$ cat src/rtl/bytecode_instruction_decoder_assert.svh
// Assertion macros shared by the decoder RTL.
`ifndef BYTECODE_INSTRUCTION_DECODER_ASSERT_SVH
`define BYTECODE_INSTRUCTION_DECODER_ASSERT_SVH

// Check a property on every clock edge outside reset.
`define BID_ASSERT(lbl, prop, msg) \
  lbl: assert property (@(posedge clk_i) disable iff (!rst_ni) (prop)) else $error(msg);

// Check that a consequence holds in the cycle after its cause.
`define BID_ASSERT_NEXT(lbl, cause, effect, msg) \
  lbl: assert property (@(posedge clk_i) disable iff (!rst_ni) \
    (cause) |=> (effect)) else $error(msg);

`endif

$ cat src/rtl/bid_pkg.sv
package bid_pkg;

  // Header nibble limits and biases
  localparam logic [3:0] LenInlineMax = 4'd12;
  localparam logic [3:0] LenBias      = 4'd11;
  localparam logic [3:0] ValInlineMax = 4'd8;
  localparam logic [3:0] ValBias      = 4'd7;

  // Configuration register indexes
  localparam int unsigned CfgIdxW  = 8;
  localparam int unsigned CfgDataW = 16;
  localparam logic [CfgIdxW-1:0] CfgPayloadMask = 8'd0;
  localparam logic [CfgIdxW-1:0] CfgSignedCode  = 8'd1;

  typedef struct packed {
    logic [7:0] code_byte;
    logic       end_of_code;
  } in_item_t;

  typedef struct packed {
    logic [3:0]         instr_type;
    logic signed [63:0] argument;
    logic [31:0]        instr_start;
    logic [31:0]        payload_offset;
    logic [31:0]        next_position;
    logic               truncated;
  } result_t;

  typedef struct packed {
    logic [15:0] payload_type_mask;
    logic [3:0]  signed_type_code;
  } cfg_t;

endpackage

$ cat src/rtl/bid_if.sv
// Code byte channel
interface bid_in_if;
  logic       valid;
  logic       ready;
  logic [7:0] code_byte;
  logic       end_of_code;

  modport source (output valid, output code_byte, output end_of_code, input ready);
  modport sink (input valid, input code_byte, input end_of_code, output ready);
endinterface

// Decoded instruction channel
interface bid_out_if;
  logic               valid;
  logic               ready;
  logic [3:0]         instr_type;
  logic signed [63:0] argument;
  logic [31:0]        instr_start;
  logic [31:0]        payload_offset;
  logic [31:0]        next_position;
  logic               truncated;

  modport source (output valid, output instr_type, output argument, output instr_start,
                  output payload_offset, output next_position, output truncated,
                  input ready);
  modport sink (input valid, input instr_type, input argument, input instr_start,
                input payload_offset, input next_position, input truncated,
                output ready);
endinterface

// Register write channel
interface bid_cfg_if;
  logic                          valid;
  logic                          ready;
  logic [bid_pkg::CfgIdxW-1:0]   index;
  logic [bid_pkg::CfgDataW-1:0]  data;

  modport source (output valid, output index, output data, input ready);
  modport sink (input valid, input index, input data, output ready);
endinterface

$ cat src/rtl/bid_in_reg.sv
module bid_in_reg (
  input  logic              clk_i,
  input  logic              rst_ni,
  bid_in_if.sink            in_i,
  input  logic              consume_i,
  output logic              valid_o,
  output bid_pkg::in_item_t item_o
);

  logic              valid_q, valid_d;
  bid_pkg::in_item_t item_q;
  logic              load;

  // Take a new request whenever the slot is empty or drains this cycle
  assign in_i.ready = !valid_q || consume_i;
  assign load       = in_i.valid && in_i.ready;

  always_comb begin
    valid_d = valid_q;
    if (load) begin
      valid_d = 1'b1;
    end else if (consume_i) begin
      valid_d = 1'b0;
    end
  end

  always_ff @(posedge clk_i or negedge rst_ni) begin
    if (!rst_ni) begin
      valid_q <= 1'b0;
    end else begin
      valid_q <= valid_d;
    end
  end

  // Hold payload until replaced
  always_ff @(posedge clk_i) begin
    if (load) begin
      item_q.code_byte   <= in_i.code_byte;
      item_q.end_of_code <= in_i.end_of_code;
    end
  end

  assign valid_o = valid_q;
  assign item_o  = item_q;

endmodule

$ cat src/rtl/bid_decode.sv
`include "bytecode_instruction_decoder_assert.svh"

module bid_decode (
  input  logic              clk_i,
  input  logic              rst_ni,
  input  bid_pkg::cfg_t     cfg_i,
  input  bid_pkg::in_item_t item_i,
  input  logic              fire_i,
  output logic              res_valid_o,
  output bid_pkg::result_t  res_o
);

  typedef enum logic [1:0] {
    PhHeader  = 2'd0,
    PhNumber  = 2'd1,
    PhPayload = 2'd2
  } phase_e;

  phase_e      phase_q, phase_d;
  logic [3:0]  type_q, type_d;
  logic [3:0]  left_q, left_d;
  logic [3:0]  cnt_q, cnt_d;
  logic [63:0] acc_q, acc_d;
  logic [31:0] pay_left_q, pay_left_d;
  logic [31:0] pos_q, pos_d;
  logic [31:0] start_q, start_d;

  // Decode one byte against the current state
  always_comb begin
    logic [7:0]  b;
    logic [3:0]  n;
    logic [31:0] nxt;
    logic [2:0]  idx;
    logic [63:0] acc_new;
    logic [63:0] v;
    logic [5:0]  sbit;
    logic        sgn;
    logic        done;
    logic [63:0] arg;
    logic [31:0] poff;

    b       = item_i.code_byte;
    n       = b[7:4];
    nxt     = pos_q + 32'd1;
    idx     = 3'(cnt_q - left_q);
    acc_new = acc_q;
    v       = 64'd0;
    sbit    = 6'({cnt_q[2:0], 3'b000} - 6'd1);
    sgn     = 1'b0;
    done    = 1'b0;
    arg     = 64'd0;
    poff    = 32'd0;

    phase_d    = phase_q;
    type_d     = type_q;
    left_d     = left_q;
    cnt_d      = cnt_q;
    acc_d      = acc_q;
    pay_left_d = pay_left_q;
    start_d    = start_q;

    unique case (phase_q)
      PhNumber: begin
        // Merge the byte into its little-endian lane
        for (int k = 0; k < 8; k++) begin
          if (idx == 3'(k)) begin
            acc_new[8*k +: 8] = acc_q[8*k +: 8] | b;
          end
        end
        acc_d  = acc_new;
        left_d = left_q - 4'd1;
        if (left_d == 4'd0) begin
          if (cfg_i.payload_type_mask[type_q]) begin
            pay_left_d = acc_new[31:0];
            acc_d      = {32'd0, acc_new[31:0]};
            if (acc_new[31:0] == 32'd0) begin
              done = 1'b1;
              poff = nxt;
            end else begin
              phase_d = PhPayload;
            end
          end else begin
            // Sign-extend a short value of the signed type
            v   = acc_new;
            sgn = acc_new[sbit];
            if (type_q == cfg_i.signed_type_code && cnt_q >= 4'd1 && cnt_q < 4'd8) begin
              for (int k = 0; k < 8; k++) begin
                if (4'(k) >= cnt_q) begin
                  v[8*k +: 8] = {8{sgn}};
                end
              end
            end
            done = 1'b1;
            arg  = v;
          end
        end
      end
      PhPayload: begin
        // Skip payload bytes
        pay_left_d = pay_left_q - 32'd1;
        if (pay_left_d == 32'd0) begin
          done = 1'b1;
          arg  = acc_q;
          poff = start_q + 32'd1 + {28'd0, cnt_q};
        end
      end
      default: begin
        // Header byte: type in low nibble, size or value in high nibble
        type_d  = b[3:0];
        start_d = pos_q;
        acc_d   = 64'd0;
        cnt_d   = 4'd0;
        left_d  = 4'd0;
        phase_d = PhHeader;
        if (cfg_i.payload_type_mask[b[3:0]]) begin
          if (n >= bid_pkg::LenInlineMax) begin
            cnt_d   = n - bid_pkg::LenBias;
            left_d  = n - bid_pkg::LenBias;
            phase_d = PhNumber;
          end else if (n == 4'd0) begin
            done = 1'b1;
            poff = nxt;
          end else begin
            acc_d      = {60'd0, n};
            pay_left_d = {28'd0, n};
            phase_d    = PhPayload;
          end
        end else begin
          if (n >= bid_pkg::ValInlineMax) begin
            cnt_d   = n - bid_pkg::ValBias;
            left_d  = n - bid_pkg::ValBias;
            phase_d = PhNumber;
          end else begin
            done = 1'b1;
            arg  = {60'd0, n};
          end
        end
      end
    endcase

    // Build the result
    res_o.instr_type     = type_d;
    res_o.instr_start    = start_d;
    res_o.next_position  = nxt;
    res_o.argument       = done ? arg : 64'd0;
    res_o.payload_offset = done ? poff : 32'd0;
    res_o.truncated      = !done;
    res_valid_o          = done || item_i.end_of_code;

    if (done) begin
      phase_d = PhHeader;
    end

    // Restart positions at end of code
    if (item_i.end_of_code) begin
      phase_d    = PhHeader;
      left_d     = 4'd0;
      pay_left_d = 32'd0;
      pos_d      = 32'd0;
    end else begin
      pos_d = nxt;
    end
  end

  always_ff @(posedge clk_i or negedge rst_ni) begin
    if (!rst_ni) begin
      phase_q    <= PhHeader;
      type_q     <= 4'd0;
      left_q     <= 4'd0;
      cnt_q      <= 4'd0;
      acc_q      <= 64'd0;
      pay_left_q <= 32'd0;
      pos_q      <= 32'd0;
      start_q    <= 32'd0;
    end else if (fire_i) begin
      phase_q    <= phase_d;
      type_q     <= type_d;
      left_q     <= left_d;
      cnt_q      <= cnt_d;
      acc_q      <= acc_d;
      pay_left_q <= pay_left_d;
      pos_q      <= pos_d;
      start_q    <= start_d;
    end
  end

  `BID_ASSERT(a_number_has_bytes, (phase_q != PhNumber) || (left_q != 4'd0), "number phase with no bytes left")
  `BID_ASSERT(a_payload_has_bytes, (phase_q != PhPayload) || (pay_left_q != 32'd0), "payload phase with no bytes left")
  `BID_ASSERT_NEXT(a_end_restarts, fire_i && item_i.end_of_code, (pos_q == 32'd0) && (phase_q == PhHeader), "end of code did not restart decoding")

endmodule

$ cat src/rtl/bid_out_reg.sv
module bid_out_reg (
  input  logic             clk_i,
  input  logic             rst_ni,
  input  logic             load_i,
  input  bid_pkg::result_t res_i,
  output logic             free_o,
  bid_out_if.source        out_o
);

  logic             valid_q, valid_d;
  bid_pkg::result_t res_q;

  // Slot can take a result when empty or being drained
  assign free_o = !valid_q || out_o.ready;

  always_comb begin
    valid_d = valid_q;
    if (load_i) begin
      valid_d = 1'b1;
    end else if (out_o.ready) begin
      valid_d = 1'b0;
    end
  end

  always_ff @(posedge clk_i or negedge rst_ni) begin
    if (!rst_ni) begin
      valid_q <= 1'b0;
    end else begin
      valid_q <= valid_d;
    end
  end

  always_ff @(posedge clk_i) begin
    if (load_i) begin
      res_q <= res_i;
    end
  end

  assign out_o.valid          = valid_q;
  assign out_o.instr_type     = res_q.instr_type;
  assign out_o.argument       = res_q.argument;
  assign out_o.instr_start    = res_q.instr_start;
  assign out_o.payload_offset = res_q.payload_offset;
  assign out_o.next_position  = res_q.next_position;
  assign out_o.truncated      = res_q.truncated;

endmodule

$ cat src/rtl/bytecode_instruction_decoder.sv
// Channel   Dir  Handshake     Carries
// in_i      in   valid/ready   code_byte, end_of_code
// out_o     out  valid/ready   instr_type, argument, instr_start, payload_offset,
//                              next_position, truncated
// cfg_i     in   valid/ready   index, data (register write, always ready)
//
// One code byte per cycle sustained while the result register is not stalled.
// A byte is held in the input register, decoded combinationally, and its result is captured in the result register.
// Reset clears decoder state, configuration registers and valid flags; positions start at 0.
// A stalled result holds the input register, and input ready drops once both are full.
module bytecode_instruction_decoder (
  input  logic      clk_i,
  input  logic      rst_ni,
  bid_in_if.sink    in_i,
  bid_out_if.source out_o,
  bid_cfg_if.sink   cfg_i
);

  bid_pkg::cfg_t     cfg_q;
  bid_pkg::in_item_t item;
  bid_pkg::result_t  res;
  logic              item_valid;
  logic              res_valid;
  logic              out_free;
  logic              fire;

  // Register writes are always accepted
  assign cfg_i.ready = 1'b1;

  always_ff @(posedge clk_i or negedge rst_ni) begin
    if (!rst_ni) begin
      cfg_q <= '0;
    end else if (cfg_i.valid) begin
      unique case (cfg_i.index)
        bid_pkg::CfgPayloadMask: cfg_q.payload_type_mask <= cfg_i.data;
        bid_pkg::CfgSignedCode:  cfg_q.signed_type_code  <= cfg_i.data[3:0];
        default: ;
      endcase
    end
  end

  // Advance the held byte unless its result has nowhere to go
  assign fire = item_valid && (out_free || !res_valid);

  bid_in_reg u_in_reg (
    .clk_i     (clk_i),
    .rst_ni    (rst_ni),
    .in_i      (in_i),
    .consume_i (fire),
    .valid_o   (item_valid),
    .item_o    (item)
  );

  bid_decode u_decode (
    .clk_i       (clk_i),
    .rst_ni      (rst_ni),
    .cfg_i       (cfg_q),
    .item_i      (item),
    .fire_i      (fire),
    .res_valid_o (res_valid),
    .res_o       (res)
  );

  bid_out_reg u_out_reg (
    .clk_i  (clk_i),
    .rst_ni (rst_ni),
    .load_i (fire && res_valid),
    .res_i  (res),
    .free_o (out_free),
    .out_o  (out_o)
  );

endmodule
$ cat src/flat_wrapper.sv
// flat-port wrapper written by rule: the top's interface ports become plain ports
module bytecode_instruction_decoder_flat 
  (clk_i, rst_ni, in_i_valid, in_i_code_byte, in_i_end_of_code, in_i_ready, out_o_valid, out_o_instr_type, out_o_argument, out_o_instr_start, out_o_payload_offset, out_o_next_position, out_o_truncated, out_o_ready, cfg_i_valid, cfg_i_index, cfg_i_data, cfg_i_ready);
  bid_in_if in_i_i ();
  bid_out_if out_o_i ();
  bid_cfg_if cfg_i_i ();
  input  logic clk_i;
  input  logic rst_ni;
  input wire logic [$bits(in_i_i.valid)-1:0] in_i_valid;
  input wire logic [$bits(in_i_i.code_byte)-1:0] in_i_code_byte;
  input wire logic [$bits(in_i_i.end_of_code)-1:0] in_i_end_of_code;
  output wire logic [$bits(in_i_i.ready)-1:0] in_i_ready;
  output wire logic [$bits(out_o_i.valid)-1:0] out_o_valid;
  output wire logic [$bits(out_o_i.instr_type)-1:0] out_o_instr_type;
  output wire logic [$bits(out_o_i.argument)-1:0] out_o_argument;
  output wire logic [$bits(out_o_i.instr_start)-1:0] out_o_instr_start;
  output wire logic [$bits(out_o_i.payload_offset)-1:0] out_o_payload_offset;
  output wire logic [$bits(out_o_i.next_position)-1:0] out_o_next_position;
  output wire logic [$bits(out_o_i.truncated)-1:0] out_o_truncated;
  input wire logic [$bits(out_o_i.ready)-1:0] out_o_ready;
  input wire logic [$bits(cfg_i_i.valid)-1:0] cfg_i_valid;
  input wire logic [$bits(cfg_i_i.index)-1:0] cfg_i_index;
  input wire logic [$bits(cfg_i_i.data)-1:0] cfg_i_data;
  output wire logic [$bits(cfg_i_i.ready)-1:0] cfg_i_ready;
  assign in_i_i.valid = in_i_valid;
  assign in_i_i.code_byte = in_i_code_byte;
  assign in_i_i.end_of_code = in_i_end_of_code;
  assign in_i_ready = in_i_i.ready;
  assign out_o_valid = out_o_i.valid;
  assign out_o_instr_type = out_o_i.instr_type;
  assign out_o_argument = out_o_i.argument;
  assign out_o_instr_start = out_o_i.instr_start;
  assign out_o_payload_offset = out_o_i.payload_offset;
  assign out_o_next_position = out_o_i.next_position;
  assign out_o_truncated = out_o_i.truncated;
  assign out_o_i.ready = out_o_ready;
  assign cfg_i_i.valid = cfg_i_valid;
  assign cfg_i_i.index = cfg_i_index;
  assign cfg_i_i.data = cfg_i_data;
  assign cfg_i_ready = cfg_i_i.ready;
  bytecode_instruction_decoder u_core (.clk_i(clk_i), .rst_ni(rst_ni), .in_i(in_i_i), .out_o(out_o_i), .cfg_i(cfg_i_i));
endmodule
$ cat config.mk
export PLATFORM = sky130hd
export DESIGN_NAME = bytecode_instruction_decoder_flat
export DESIGN_NICKNAME = d
export VERILOG_FILES = /design/src/rtl/bid_pkg.sv /design/src/rtl/bid_if.sv /design/src/rtl/bid_in_reg.sv /design/src/rtl/bid_decode.sv /design/src/rtl/bid_out_reg.sv /design/src/rtl/bytecode_instruction_decoder.sv /design/src/flat_wrapper.sv
export VERILOG_INCLUDE_DIRS = /design/src /design/src/rtl
export SDC_FILE = /design/constraint.sdc
export NUM_CORES = 1
export LEC_CHECK = 0
export BUFFER_PORTS_ARGS = -buffer_cell sky130_fd_sc_hd__buf_4
export CORE_MARGIN = 8
export CORE_UTILIZATION = 54
export CTS_CLUSTER_DIAMETER = 40
export DETAILED_ROUTE_END_ITERATION = 8
export PLACE_DENSITY = 0.77
export SYNTH_ARGS = -nofsm -noshare
export SYNTH_HDL_FRONTEND = slang
export SYNTH_SLANG_ARGS = --single-unit
$ cat constraint.sdc
create_clock -name clk_i -period 10.38 [get_ports clk_i]
set_input_delay 1.557 -clock clk_i [delete_from_list [all_inputs] [get_ports clk_i]]
set_output_delay 1.557 -clock clk_i [all_outputs]
set_load 0.1 [all_outputs]
==> impl_metrics.json, run 1 <==
{
  "rsz0062_at_grt": "no",
  "placedCellCount": 2411,
  "status": "finished clean",
  "timing.setup.critical_path_class": "flop to output port",
  "critPathMaxFanout": 22,
  "vias_in_the_first_global_route": 15400,
  "yosys_most_used_dff": "dfrtp_1",
  "post-route-drc-count": 0,
  "cts-root-buf": "clkbuf_16",
  "pre_cts_slack_ns": 4.64,
  "die_area_um2": 41800,
  "layout-area-overhead-vs-synth_pct": 19.2,
  "synth_area_leaders": "edfxtp_1 (27%), dfrtp_1 (26%), mux2_2 (4.6%), o21ai_0 (3.9%), nand2_1 (3.8%)",
  "yosysSeqAreaShare": 0.529,
  "layout_worst_path_cycle_share": 0.609,
  "timing.final.ws_setup_ns": 4.05,
  "ir_worst_vdd_uv": 192,
  "cts_resized": 0,
  "syn-num-nets": 1899,
  "worstPathRequired_ns": 8.82,
  "static_power_due_to_leakage_nw": 9.52,
  "yosys.area.top_type_share": 0.273,
  "slew-limit-headroom": 0.277,
  "synth_edf_count": 174,
  "slew_violations": 0,
  "floorplan.die.width_um": 204,
  "max-clock-path-buffers": 3,
  "tritoncts": "yes",
  "synth.avg_cell_area_um2": 10.4,
  "async_reset_ff_frac": 0.530,
  "reg2reg_to": "u_core.u_out_reg.out_o.instr_start[25]$_DFFE_PP_",
  "total_vias_in_the_final_route": 15700,
  "n_antenna_cell": 0,
  "setup.reg_to_reg.worst_slack_ns": 4.52,
  "cp-start-kind": "flop",
  "met3_length_um": 5030,
  "hold_path_class": "flop to flop",
  "worst_clock_skew_ns": 0.0217,
  "first_pass_iteration_count_of_the_detailed_router": 5,
  "fin_area_um2": 22800,
  "post_synth_num_cell_types": 89,
  "portBuffers": 204,
  "highest-signal-layer": "met4",
  "cts-buffers-inserted": 49,
  "post_cts_buffers": 0,
  "r2r.worst_path.cells": 15,
  "seqCellArea_um2": 10100,
  "num-fill-cells": 2701,
  "multi_input_gate_area_in_the_final_layout_um2": 8390,
  "achievable-frequency_mhz": 158,
  "placementRows": 69,
  "route.detailed.wl_per_inst_um": 22.5,
  "finish.net_count": 2060,
  "dp_hpwl_um": 37200,
  "finalSetupViolations": 0,
  "power.density_cell_area_nw_per_um2": 271,
  "insertion_delay_ns": 0.59,
  "met2_length_um": 25600,
  "grt_pass1_wl_um": 87800,
  "cp-startpoint": "u_core.u_decode.cnt_q[0]$_DFFE_PN0P_",
  "worst_hold_path.num_cells": 2,
  "die_h_um": 204,
  "post-synth-top-area-cell": "edfxtp_1",
  "cp-end-kind": "output port",
  "postCtsHoldBufs": 0,
  "floorplan.io_pins": 206,
  "grt_antenna_before_repair": 0,
  "yosys_warnings": 0,
  "finalCriticalPeriod_ns": 6.33,
  "via_per_inst": 6.26,
  "detail_route.wirelength.met1_um": 23300,
  "dr.first_iter.drc_count": 1633,
  "cts.htree.levels": 2,
  "ys_ff_latch": 370,
  "grt_overflow_total": 0,
  "track_usage": 0.263,
  "final-hold-violation-count": 0,
  "detail_route.wirelength_um": 56300,
  "setup_tns_ns": 0,
  "clk_pin_slew_ns": 0.06,
  "tightestPinTransition_ns": 1.08,
  "grt_start_max_net_pins": 79,
  "core_area_um2": 35200,
  "ant_nets": 0,
  "max-cap-violations": 0,
  "post_route_cells_drive_above_1_share": 0.233,
  "routabilityCongestion": 0.913,
  "worstPathArrival_ns": 4.77,
  "mappedNetlistArea_um2": 19200,
  "layoutNonFillerInstCount": 2504,
  "finalCoreUtilization": 0.649,
  "effective_utilization_at_floorplan": 0.544,
  "r2r_start": "u_core.u_decode.cnt_q[0]$_DFFE_PN0P_",
  "placement.cell_area_um2": 21000,
  "sinks_on_clock_net": 370,
  "gate_count_of_the_mapped_netlist": 1841,
  "timing.critical_path.to": "in_i_ready"
}
==> how the worst min path moves through the flow <==
stage | startpoint | end
finish | u_core.u_decode.acc_q[52]$_DFFE_PN0P_ | u_core.u_decode.acc_q[52]$_DFFE_PN0P_
global route | u_core.u_decode.acc_q[46]$_DFFE_PN0P_ | u_core.u_decode.acc_q[46]$_DFFE_PN0P_
CTS | u_core.u_decode.acc_q[52]$_DFFE_PN0P_ | u_core.u_decode.acc_q[52]$_DFFE_PN0P_
detailed placement | u_core.u_decode.acc_q[38]$_DFFE_PN0P_ | u_core.u_decode.acc_q[38]$_DFFE_PN0P_
global placement | u_core.u_decode.acc_q[62]$_DFFE_PN0P_ | u_core.u_decode.acc_q[62]$_DFFE_PN0P_
floorplan | u_core.u_decode.acc_q[32]$_DFFE_PN0P_ | u_core.u_decode.acc_q[32]$_DFFE_PN0P_
==> layout by cell type (no fill, tap or decap), types with 17 or more instances in the layout <==
cell       instances
a21boi_0          17
a21oi_1          136
a31oi_1           43
and3_1            26
buf_4            235
clkbuf_16         49
dfrtp_1          196
edfxtp_1         174
ha_1              17
inv_1             36
mux2_2            78
mux2_4            18
nand2_1          192
nand2b_1          21
nand3_1           41
nand4_1           24
nor2_1           167
nor3_1            29
nor4_1            30
o21ai_0          149
xnor2_1           46
xor2_1            35
==> per-layer routing <==
| layer | vias to the layer above | track usage |
|---|---|---|
| met5 | - | 0 |
| met4 | 0 | 0.113 |
| met3 | 169 | 0.0512 |
| met2 | 817 | 0.406 |
| met1 | 7629 | 0.360 |
| li1 | 7062 | - |
==> worst max-delay path: stages (launching register included) <==
cell	delay, ns
dfrtp_1	0.50
inv_1	0.24
ha_1	0.18
inv_1	0.05
fa_1	0.45
xnor3_2	0.52
nor2_1	0.08
buf_4	0.21
a221oi_1	0.34
nand3_1	0.15
or4_1	0.63
nand3_1	0.19
o21a_2	0.16
nand2_1	0.14
buf_4	0.32
==> registers in the layout, indices dropped and copies added (netlist names), 9 cells and up <==
register and cells:
u_core.u_out_reg.out_o.argument 64, u_core.u_out_reg.out_o.instr_start 32, u_core.u_decode.acc_q 64, u_core.u_decode.pay_left_q 32
u_core.u_decode.pos_q 32, u_core.cfg_q 20, u_core.u_decode.start_q 32, u_core.u_out_reg.out_o.next_position 32
u_core.u_in_reg.item_o 9, u_core.u_out_reg.out_o.payload_offset 32
==> kinds of logic (layout without fill, tap and decap cells) <==
logic type,Yosys count,after routing,synth area share
other,1,1,0.000196
and+or+nand+nor,609,609,0.156
xor gates and xnor gates,83,83,0.0391
buffers and inverters,165,367,0.0355
AOI/OAI and AO/OA,482,482,0.152
adders and majority gates,20,20,0.0138
DFF,370,370,0.529
muxes,111,111,0.0743
==> synth_stat cells (8+ instances only) <==
cell and n:
a31o_2 15, nand4_1 24, nand2b_1 21, o21ai_1 8
dfrtp_1 196, inv_1 36, nand2_1 192, a21o_1 14
xor2_1 35, mux2_2 78, buf_2 22, nand3_1 41
mux4_2 10, o21a_1 10, xnor2_1 46, nor3_1 31
a211oi_1 8, and3_1 26, o31ai_1 15, a41oi_1 12
mux2_4 18, a21boi_0 17, o21ai_0 150, nor4_1 30
nor2_1 168, and2_1 10, a31oi_1 43, buf_1 12
clkbuf_1 88, o22ai_1 12, or3_1 9, edfxtp_1 174
a21oi_1 136, ha_1 18
==> final cells by class <==
class | instances | share of cell area
sequential | 370 | 0.443
multi-input combinational | 1306 | 0.367
timing repair buffer | 237 | 0.0783
clock buffer | 56 | 0.0557
tap | 461 | 0.0253
clock inverter | 36 | 0.0239
inverter | 38 | 0.00624
==> where the power goes <==
group	leakage, nW	internal, mW	switching (mW)
sequential	4.41	1.77	0.185
clock	0.875	1.16	0.705
combinational	4.24	0.643	1.73
total	9.52	3.57	2.62
==> per-stage QoR <==
step	total power [mW]	hold WS, ns
after floorplan	3.74	0.463
after global placement	4.28	0.475
after detailed placement	4.31	0.484
after CTS	6.18	0.498
after global routing	6.43	0.508
final	6.19	0.500
Power figures use the tool's default switching activity.
==> run 2, diff against run 1 <==
==> constraint.sdc (replaced) <==
create_clock -name clk_i -period 5.2 [get_ports clk_i]
set_input_delay 0.78 -clock clk_i [delete_from_list [all_inputs] [get_ports clk_i]]
set_output_delay 0.78 -clock clk_i [all_outputs]
set_load 0.1 [all_outputs]
==> impl_metrics.json, run 2 (synthesis gave the netlist of run 1 again) <==
{
  "status": "finished clean",
  "hold_path_class": "primary input to async pin",
  "critical-path-slowest-cell": "dfrtp_1",
  "post-route-drc-count": 0,
  "die_h_um": 204,
  "cts.htree.levels": 2,
  "placementRows": 69,
  "first_pass_iteration_count_of_the_detailed_router": 7,
  "r2r.worst_path.cells": 15,
  "most-common-layout-cells": "buf_4 (246), dfrtp_1 (196), nand2_1 (191), edfxtp_1 (174), nor2_1 (165)",
  "tritoncts": "yes",
  "timing.setup.critical_path_class": "flop to output port",
  "tightestPinTransition_ns": 1.22,
  "routabilityCongestion": 0.945,
  "post_route_cells_drive_above_1_share": 0.243,
  "floorplan.io_pins": 206,
  "max-clock-path-buffers": 3,
  "finalCriticalPeriod_ns": 4.92,
  "track_usage": 0.267,
  "insertion_delay_ns": 0.58,
  "setup.reg_to_reg.worst_slack_ns": 0.66,
  "ir_worst_vdd_uv": 385,
  "layout.cells.most_common": "buf_4",
  "r2r_start": "u_core.u_decode.cnt_q[0]$_DFFE_PN0P_",
  "reg2reg_to": "u_core.u_out_reg.out_o.argument[37]$_SDFFCE_PN0P_",
  "critPathMaxFanout": 22,
  "layout-area-overhead-vs-synth_pct": 19.4,
  "cp-end-kind": "output port",
  "worst_clock_skew_ns": 0.0301,
  "via_per_inst": 6.27,
  "achievable-frequency_mhz": 203,
  "power.density_cell_area_nw_per_um2": 530,
  "pre_cts_slack_ns": 0.713,
  "slew_violations": 0,
  "sinks_on_clock_net": 370,
  "core_area_um2": 35200,
  "vias_in_the_first_global_route": 15700,
  "die_area_um2": 41800,
  "cts-root-buf": "clkbuf_16",
  "placement.cell_area_um2": 21300,
  "max-cap-violations": 0,
  "grt_pass1_wl_um": 89300,
  "route.detailed.wl_per_inst_um": 22.6,
  "timing.final.ws_setup_ns": 0.285,
  "crit_path_cell_trace": "inv_6 -> ha_4 -> inv_2 -> fa_2 -> nand2_1 -> nor2_2 -> buf_4 -> a221oi_1 -> nand3_1 -> or4_4 -> nand3_4 -> o21a_2 -> nand2_1 -> buf_4",
  "dp_hpwl_um": 38700,
  "final-hold-violation-count": 0,
  "cp.depth": 14,
  "worstPathArrival_ns": 4.14,
  "static_power_due_to_leakage_nw": 9.53,
  "rsz0062_at_grt": "no",
  "worstPathRequired_ns": 4.42,
  "grt_antenna_before_repair": 0,
  "finish.net_count": 2071,
  "fin_area_um2": 22900,
  "grt_start_max_net_pins": 100,
  "postCtsHoldBufs": 0,
  "clk_pin_slew_ns": 0.06,
  "cts_resized": 0,
  "ant_nets": 0,
  "floorplan.die.width_um": 204,
  "detail_route.wirelength_um": 56900,
  "dr.first_iter.drc_count": 1642,
  "layout_worst_path_cycle_share": 0.945,
  "cp_slowest_stage_delay_ns": 0.58,
  "crit_path_buf_inv_count": 4,
  "finalSetupViolations": 0,
  "timing.critical_path.to": "in_i_ready",
  "worst_path_dominant_cell_family": "simple AND/OR/NAND/NOR gates",
  "cts-buffers-inserted": 46,
  "portBuffers": 204,
  "effective_utilization_at_floorplan": 0.544,
  "slew-limit-headroom": 0.186,
  "n_antenna_cell": 0,
  "cp-start-kind": "flop",
  "grt_overflow_total": 0,
  "post_cts_buffers": 0,
  "cp-startpoint": "u_core.u_decode.cnt_q[0]$_DFFE_PN0P_",
  "total_vias_in_the_final_route": 15800
}
run 2: cell types whose count changed in the layout (fill, tap and decap cells not counted), sizes merged:
cell      before  now
clkinv        10   16
clkinvlp       5    4
bufinv        10    4
clkbuf        57   51
inv           49   50
buf          236  250
run 2: metrics by stage:
| step | std cells | util | power (mW) | TNS, ns | hold slack, ns |
|---|---|---|---|---|---|
| floorplan | 1841 | - | 7.59 | -51.32 | 0.463 |
| global placement | 2426 | 0.605 | 8.74 | 0 | 0.476 |
| detailed placement | 2426 | 0.605 | 8.81 | 0 | 0.488 |
| CTS | 2512 | 0.649 | 12.1 | 0 | 0.333 |
| global route | 2512 | 0.649 | 12.6 | 0 | 0.362 |
| finish | 2512 | 0.649 | 12.1 | 0 | 0.266 |
run 2: layer usage:
layer | GRT usage | vias to the layer above | share of wire
li1 | - | 7073 | -
met1 | 0.363 | 7736 | 0.41
met2 | 0.416 | 797 | 0.46
met3 | 0.0512 | 151 | 0.090
met4 | 0.109 | 0 | 0.039
met5 | 0 | - | 0
run 2: final cells by class:
type	instances	area, um2
sequential	370	10100
inverter	38	148
clock inverter	36	363
multi-input combinational	1306	8530
clock buffer	50	1190
tap	461	577
fill	2749	12400
timing repair buffer	251	1940
run 2: power by group:
group          internal [mW]  switching, mW  leakage (nW)  total [mW]
combinational           1.41           3.53          4.36        4.94
sequential              3.53          0.388          4.41        3.92
clock                   1.89           1.35         0.760        3.25
run 2: how the worst min path moves through the flow:
stage | end | cells past startpoint | slack, ns | start
global placement | u_core.u_decode.acc_q[56]$_DFFE_PN0P_ | 2 | 0.48 | u_core.u_decode.acc_q[56]$_DFFE_PN0P_
CTS | u_core.u_decode.acc_q[22]$_DFFE_PN0P_ | 1 | 0.33 | rst_ni
floorplan | u_core.u_decode.acc_q[32]$_DFFE_PN0P_ | 2 | 0.46 | u_core.u_decode.acc_q[32]$_DFFE_PN0P_
finish | u_core.u_decode.acc_q[22]$_DFFE_PN0P_ | 1 | 0.27 | rst_ni
detailed placement | u_core.u_decode.acc_q[60]$_DFFE_PN0P_ | 2 | 0.49 | u_core.u_decode.acc_q[60]$_DFFE_PN0P_
global route | u_core.u_decode.acc_q[22]$_DFFE_PN0P_ | 1 | 0.36 | rst_ni
==> run 3, diff against run 2 <==
--- a/config.mk
+++ b/config.mk
@@ -7,11 +7,14 @@
 export NUM_CORES = 1
 export LEC_CHECK = 0
 export BUFFER_PORTS_ARGS = -buffer_cell sky130_fd_sc_hd__buf_4
+export CORE_ASPECT_RATIO = 0.7
 export CORE_MARGIN = 8
 export CORE_UTILIZATION = 54
 export CTS_CLUSTER_DIAMETER = 40
 export DETAILED_ROUTE_END_ITERATION = 8
+export MAX_ROUTING_LAYER = met4
 export PLACE_DENSITY = 0.77
+export REMOVE_ABC_BUFFERS = 1
 export SYNTH_ARGS = -nofsm -noshare
 export SYNTH_HDL_FRONTEND = slang
 export SYNTH_SLANG_ARGS = --single-unit
==> impl_metrics.json, run 3 (synthesis gave the netlist of run 1 again) <==
{
  "rsz0062_at_grt": "no",
  "core_area_um2": 34800,
  "layoutNonFillerInstCount": 2528,
  "grt_overflow_total": 0,
  "timing.setup.critical_path_class": "flop to output port",
  "critical-path-slowest-cell": "or4_1",
  "die_area_um2": 41900,
  "finalSetupViolations": 0,
  "effective_utilization_at_floorplan": 0.551,
  "post-route-drc-count": 0,
  "insertion_delay_ns": 0.56,
  "finalCoreUtilization": 0.654,
  "placementRows": 57,
  "floorplan.io_pins": 206,
  "multi_input_gate_area_in_the_final_layout_um2": 8380,
  "most-common-layout-cells": "buf_4 (251), dfrtp_1 (196), nand2_1 (192), edfxtp_1 (174), nor2_1 (167)",
  "worstPathArrival_ns": 4.15,
  "cp-start-kind": "flop",
  "routabilityCongestion": 1.00,
  "cp_slowest_stage_delay_ns": 0.61,
  "max-clock-path-buffers": 3,
  "num-fill-cells": 2736,
  "ant_nets": 0,
  "vias_in_the_first_global_route": 15900,
  "cts-buffers-inserted": 44,
  "route.detailed.wl_per_inst_um": 23.6,
  "detail_route.wirelength_um": 59700,
  "cts.htree.levels": 2,
  "cts-root-buf": "clkbuf_16",
  "via_per_inst": 6.42,
  "dp_hpwl_um": 41200,
  "r2r_start": "u_core.u_decode.pay_left_q[0]$_DFFE_PN0P_",
  "worstPathRequired_ns": 4.42,
  "tightestPinTransition_ns": 1.21,
  "final-hold-violation-count": 0,
  "static_power_due_to_leakage_nw": 9.49,
  "grt_start_max_net_pins": 130,
  "layout-area-overhead-vs-synth_pct": 18.7,
  "dr.first_iter.drc_count": 2296,
  "first_pass_iteration_count_of_the_detailed_router": 6,
  "seqCellArea_um2": 10100,
  "crit_path_buf_inv_count": 3,
  "slew-limit-headroom": 0.187,
  "cts_resized": 0,
  "floorplan.die.width_um": 241,
  "layout_worst_path_cycle_share": 0.948,
  "fin_hold_ws_ns": 0.215,
  "tritoncts": "yes",
  "worst_path_dominant_cell_family": "simple AND/OR/NAND/NOR gates",
  "finish.net_count": 2078,
  "max-cap-violations": 0,
  "setup.reg_to_reg.worst_slack_ns": 0.93,
  "portBuffers": 204,
  "finalCriticalPeriod_ns": 4.93,
  "total_vias_in_the_final_route": 16200,
  "sinks_on_clock_net": 370,
  "grt_antenna_before_repair": 2,
  "status": "finished clean",
  "ir_worst_vdd_uv": 321,
  "achievable-frequency_mhz": 203,
  "post_route_cells_drive_above_1_share": 0.235,
  "slew_violations": 0,
  "worst_clock_skew_ns": 0.0164,
  "crit_path_cell_trace": "inv_1 -> ha_1 -> inv_1 -> fa_2 -> xnor3_2 -> nor2_1 -> a221oi_1 -> nand3_1 -> or4_1 -> nand3_1 -> o21a_2 -> nand2_1 -> buf_4",
  "r2r.worst_path.cells": 13,
  "cp-end-kind": "output port",
  "track_usage": 0.288,
  "layout.cells.most_common": "buf_4",
  "pre_cts_slack_ns": 0.695,
  "post-layout-total-power_mw": 11.9,
  "postCtsHoldBufs": 0,
  "reg2reg_to": "u_core.u_decode.acc_q[11]$_DFFE_PN0P_",
  "power.density_cell_area_nw_per_um2": 522,
  "hold_path_class": "primary input to async pin",
  "die_h_um": 174,
  "n_antenna_cell": 0,
  "placedCellCount": 2445,
  "post_cts_buffers": 0,
  "clk_pin_slew_ns": 0.06,
  "timing.final.ws_setup_ns": 0.270,
  "grt_pass1_wl_um": 92700,
  "critPathMaxFanout": 9
}
==> run 3: power breakdown <==
| group | switching [mW] | total (mW) | internal (mW) |
|---|---|---|---|
| logic | 3.55 | 4.92 | 1.37 |
| registers | 0.377 | 3.91 | 3.53 |
| clock network | 1.29 | 3.04 | 1.75 |
==> run 3: worst max path at each step <==
stage                                         startpoint                                                to  slack [ns]  depth (start not counted)
floorplan           u_core.u_decode.cnt_q[0]$_DFFE_PN0P_  u_core.u_out_reg.out_o.argument[0]$_SDFFCE_PN0P_       -7.60                         13
global placement    u_core.u_decode.cnt_q[0]$_DFFE_PN0P_                                        in_i_ready        0.76                         13
detailed placement  u_core.u_decode.cnt_q[0]$_DFFE_PN0P_                                        in_i_ready        0.70                         13
CTS                 u_core.u_decode.cnt_q[0]$_DFFE_PN0P_                                        in_i_ready        0.07                         13
global route        u_core.u_decode.cnt_q[0]$_DFFE_PN0P_                                        in_i_ready        0.06                         13
finish              u_core.u_decode.cnt_q[0]$_DFFE_PN0P_                                        in_i_ready        0.27                         13
==> run 3: layout make-up <==
type,count,share of cell area
Inverter,38,0.00627
Sequential cell,370,0.445
Tap cell,472,0.0260
Clock buffer,60,0.0561
Timing Repair Buffer,260,0.0901
Clock inverter,22,0.00775
Multi-Input combinational cell,1306,0.369
==> run 3: per-layer routing <==
layer,track usage,vias to the layer above,share of wire
met3,0.0697,149,0.11
li1,-,7094,-
met4,0.0840,0,0.026
met5,-,-,0
met2,0.411,1019,0.44
met1,0.404,7970,0.42
==> run 3: through the flow <==
step | instance area [um2] | TNS (ns)
after global placement | 21300 | 0
after global routing | 22700 | 0
after floorplan | 18600 | -1301.86
after CTS | 22700 | 0
after detailed placement | 21300 | 0
final | 22700 | 0
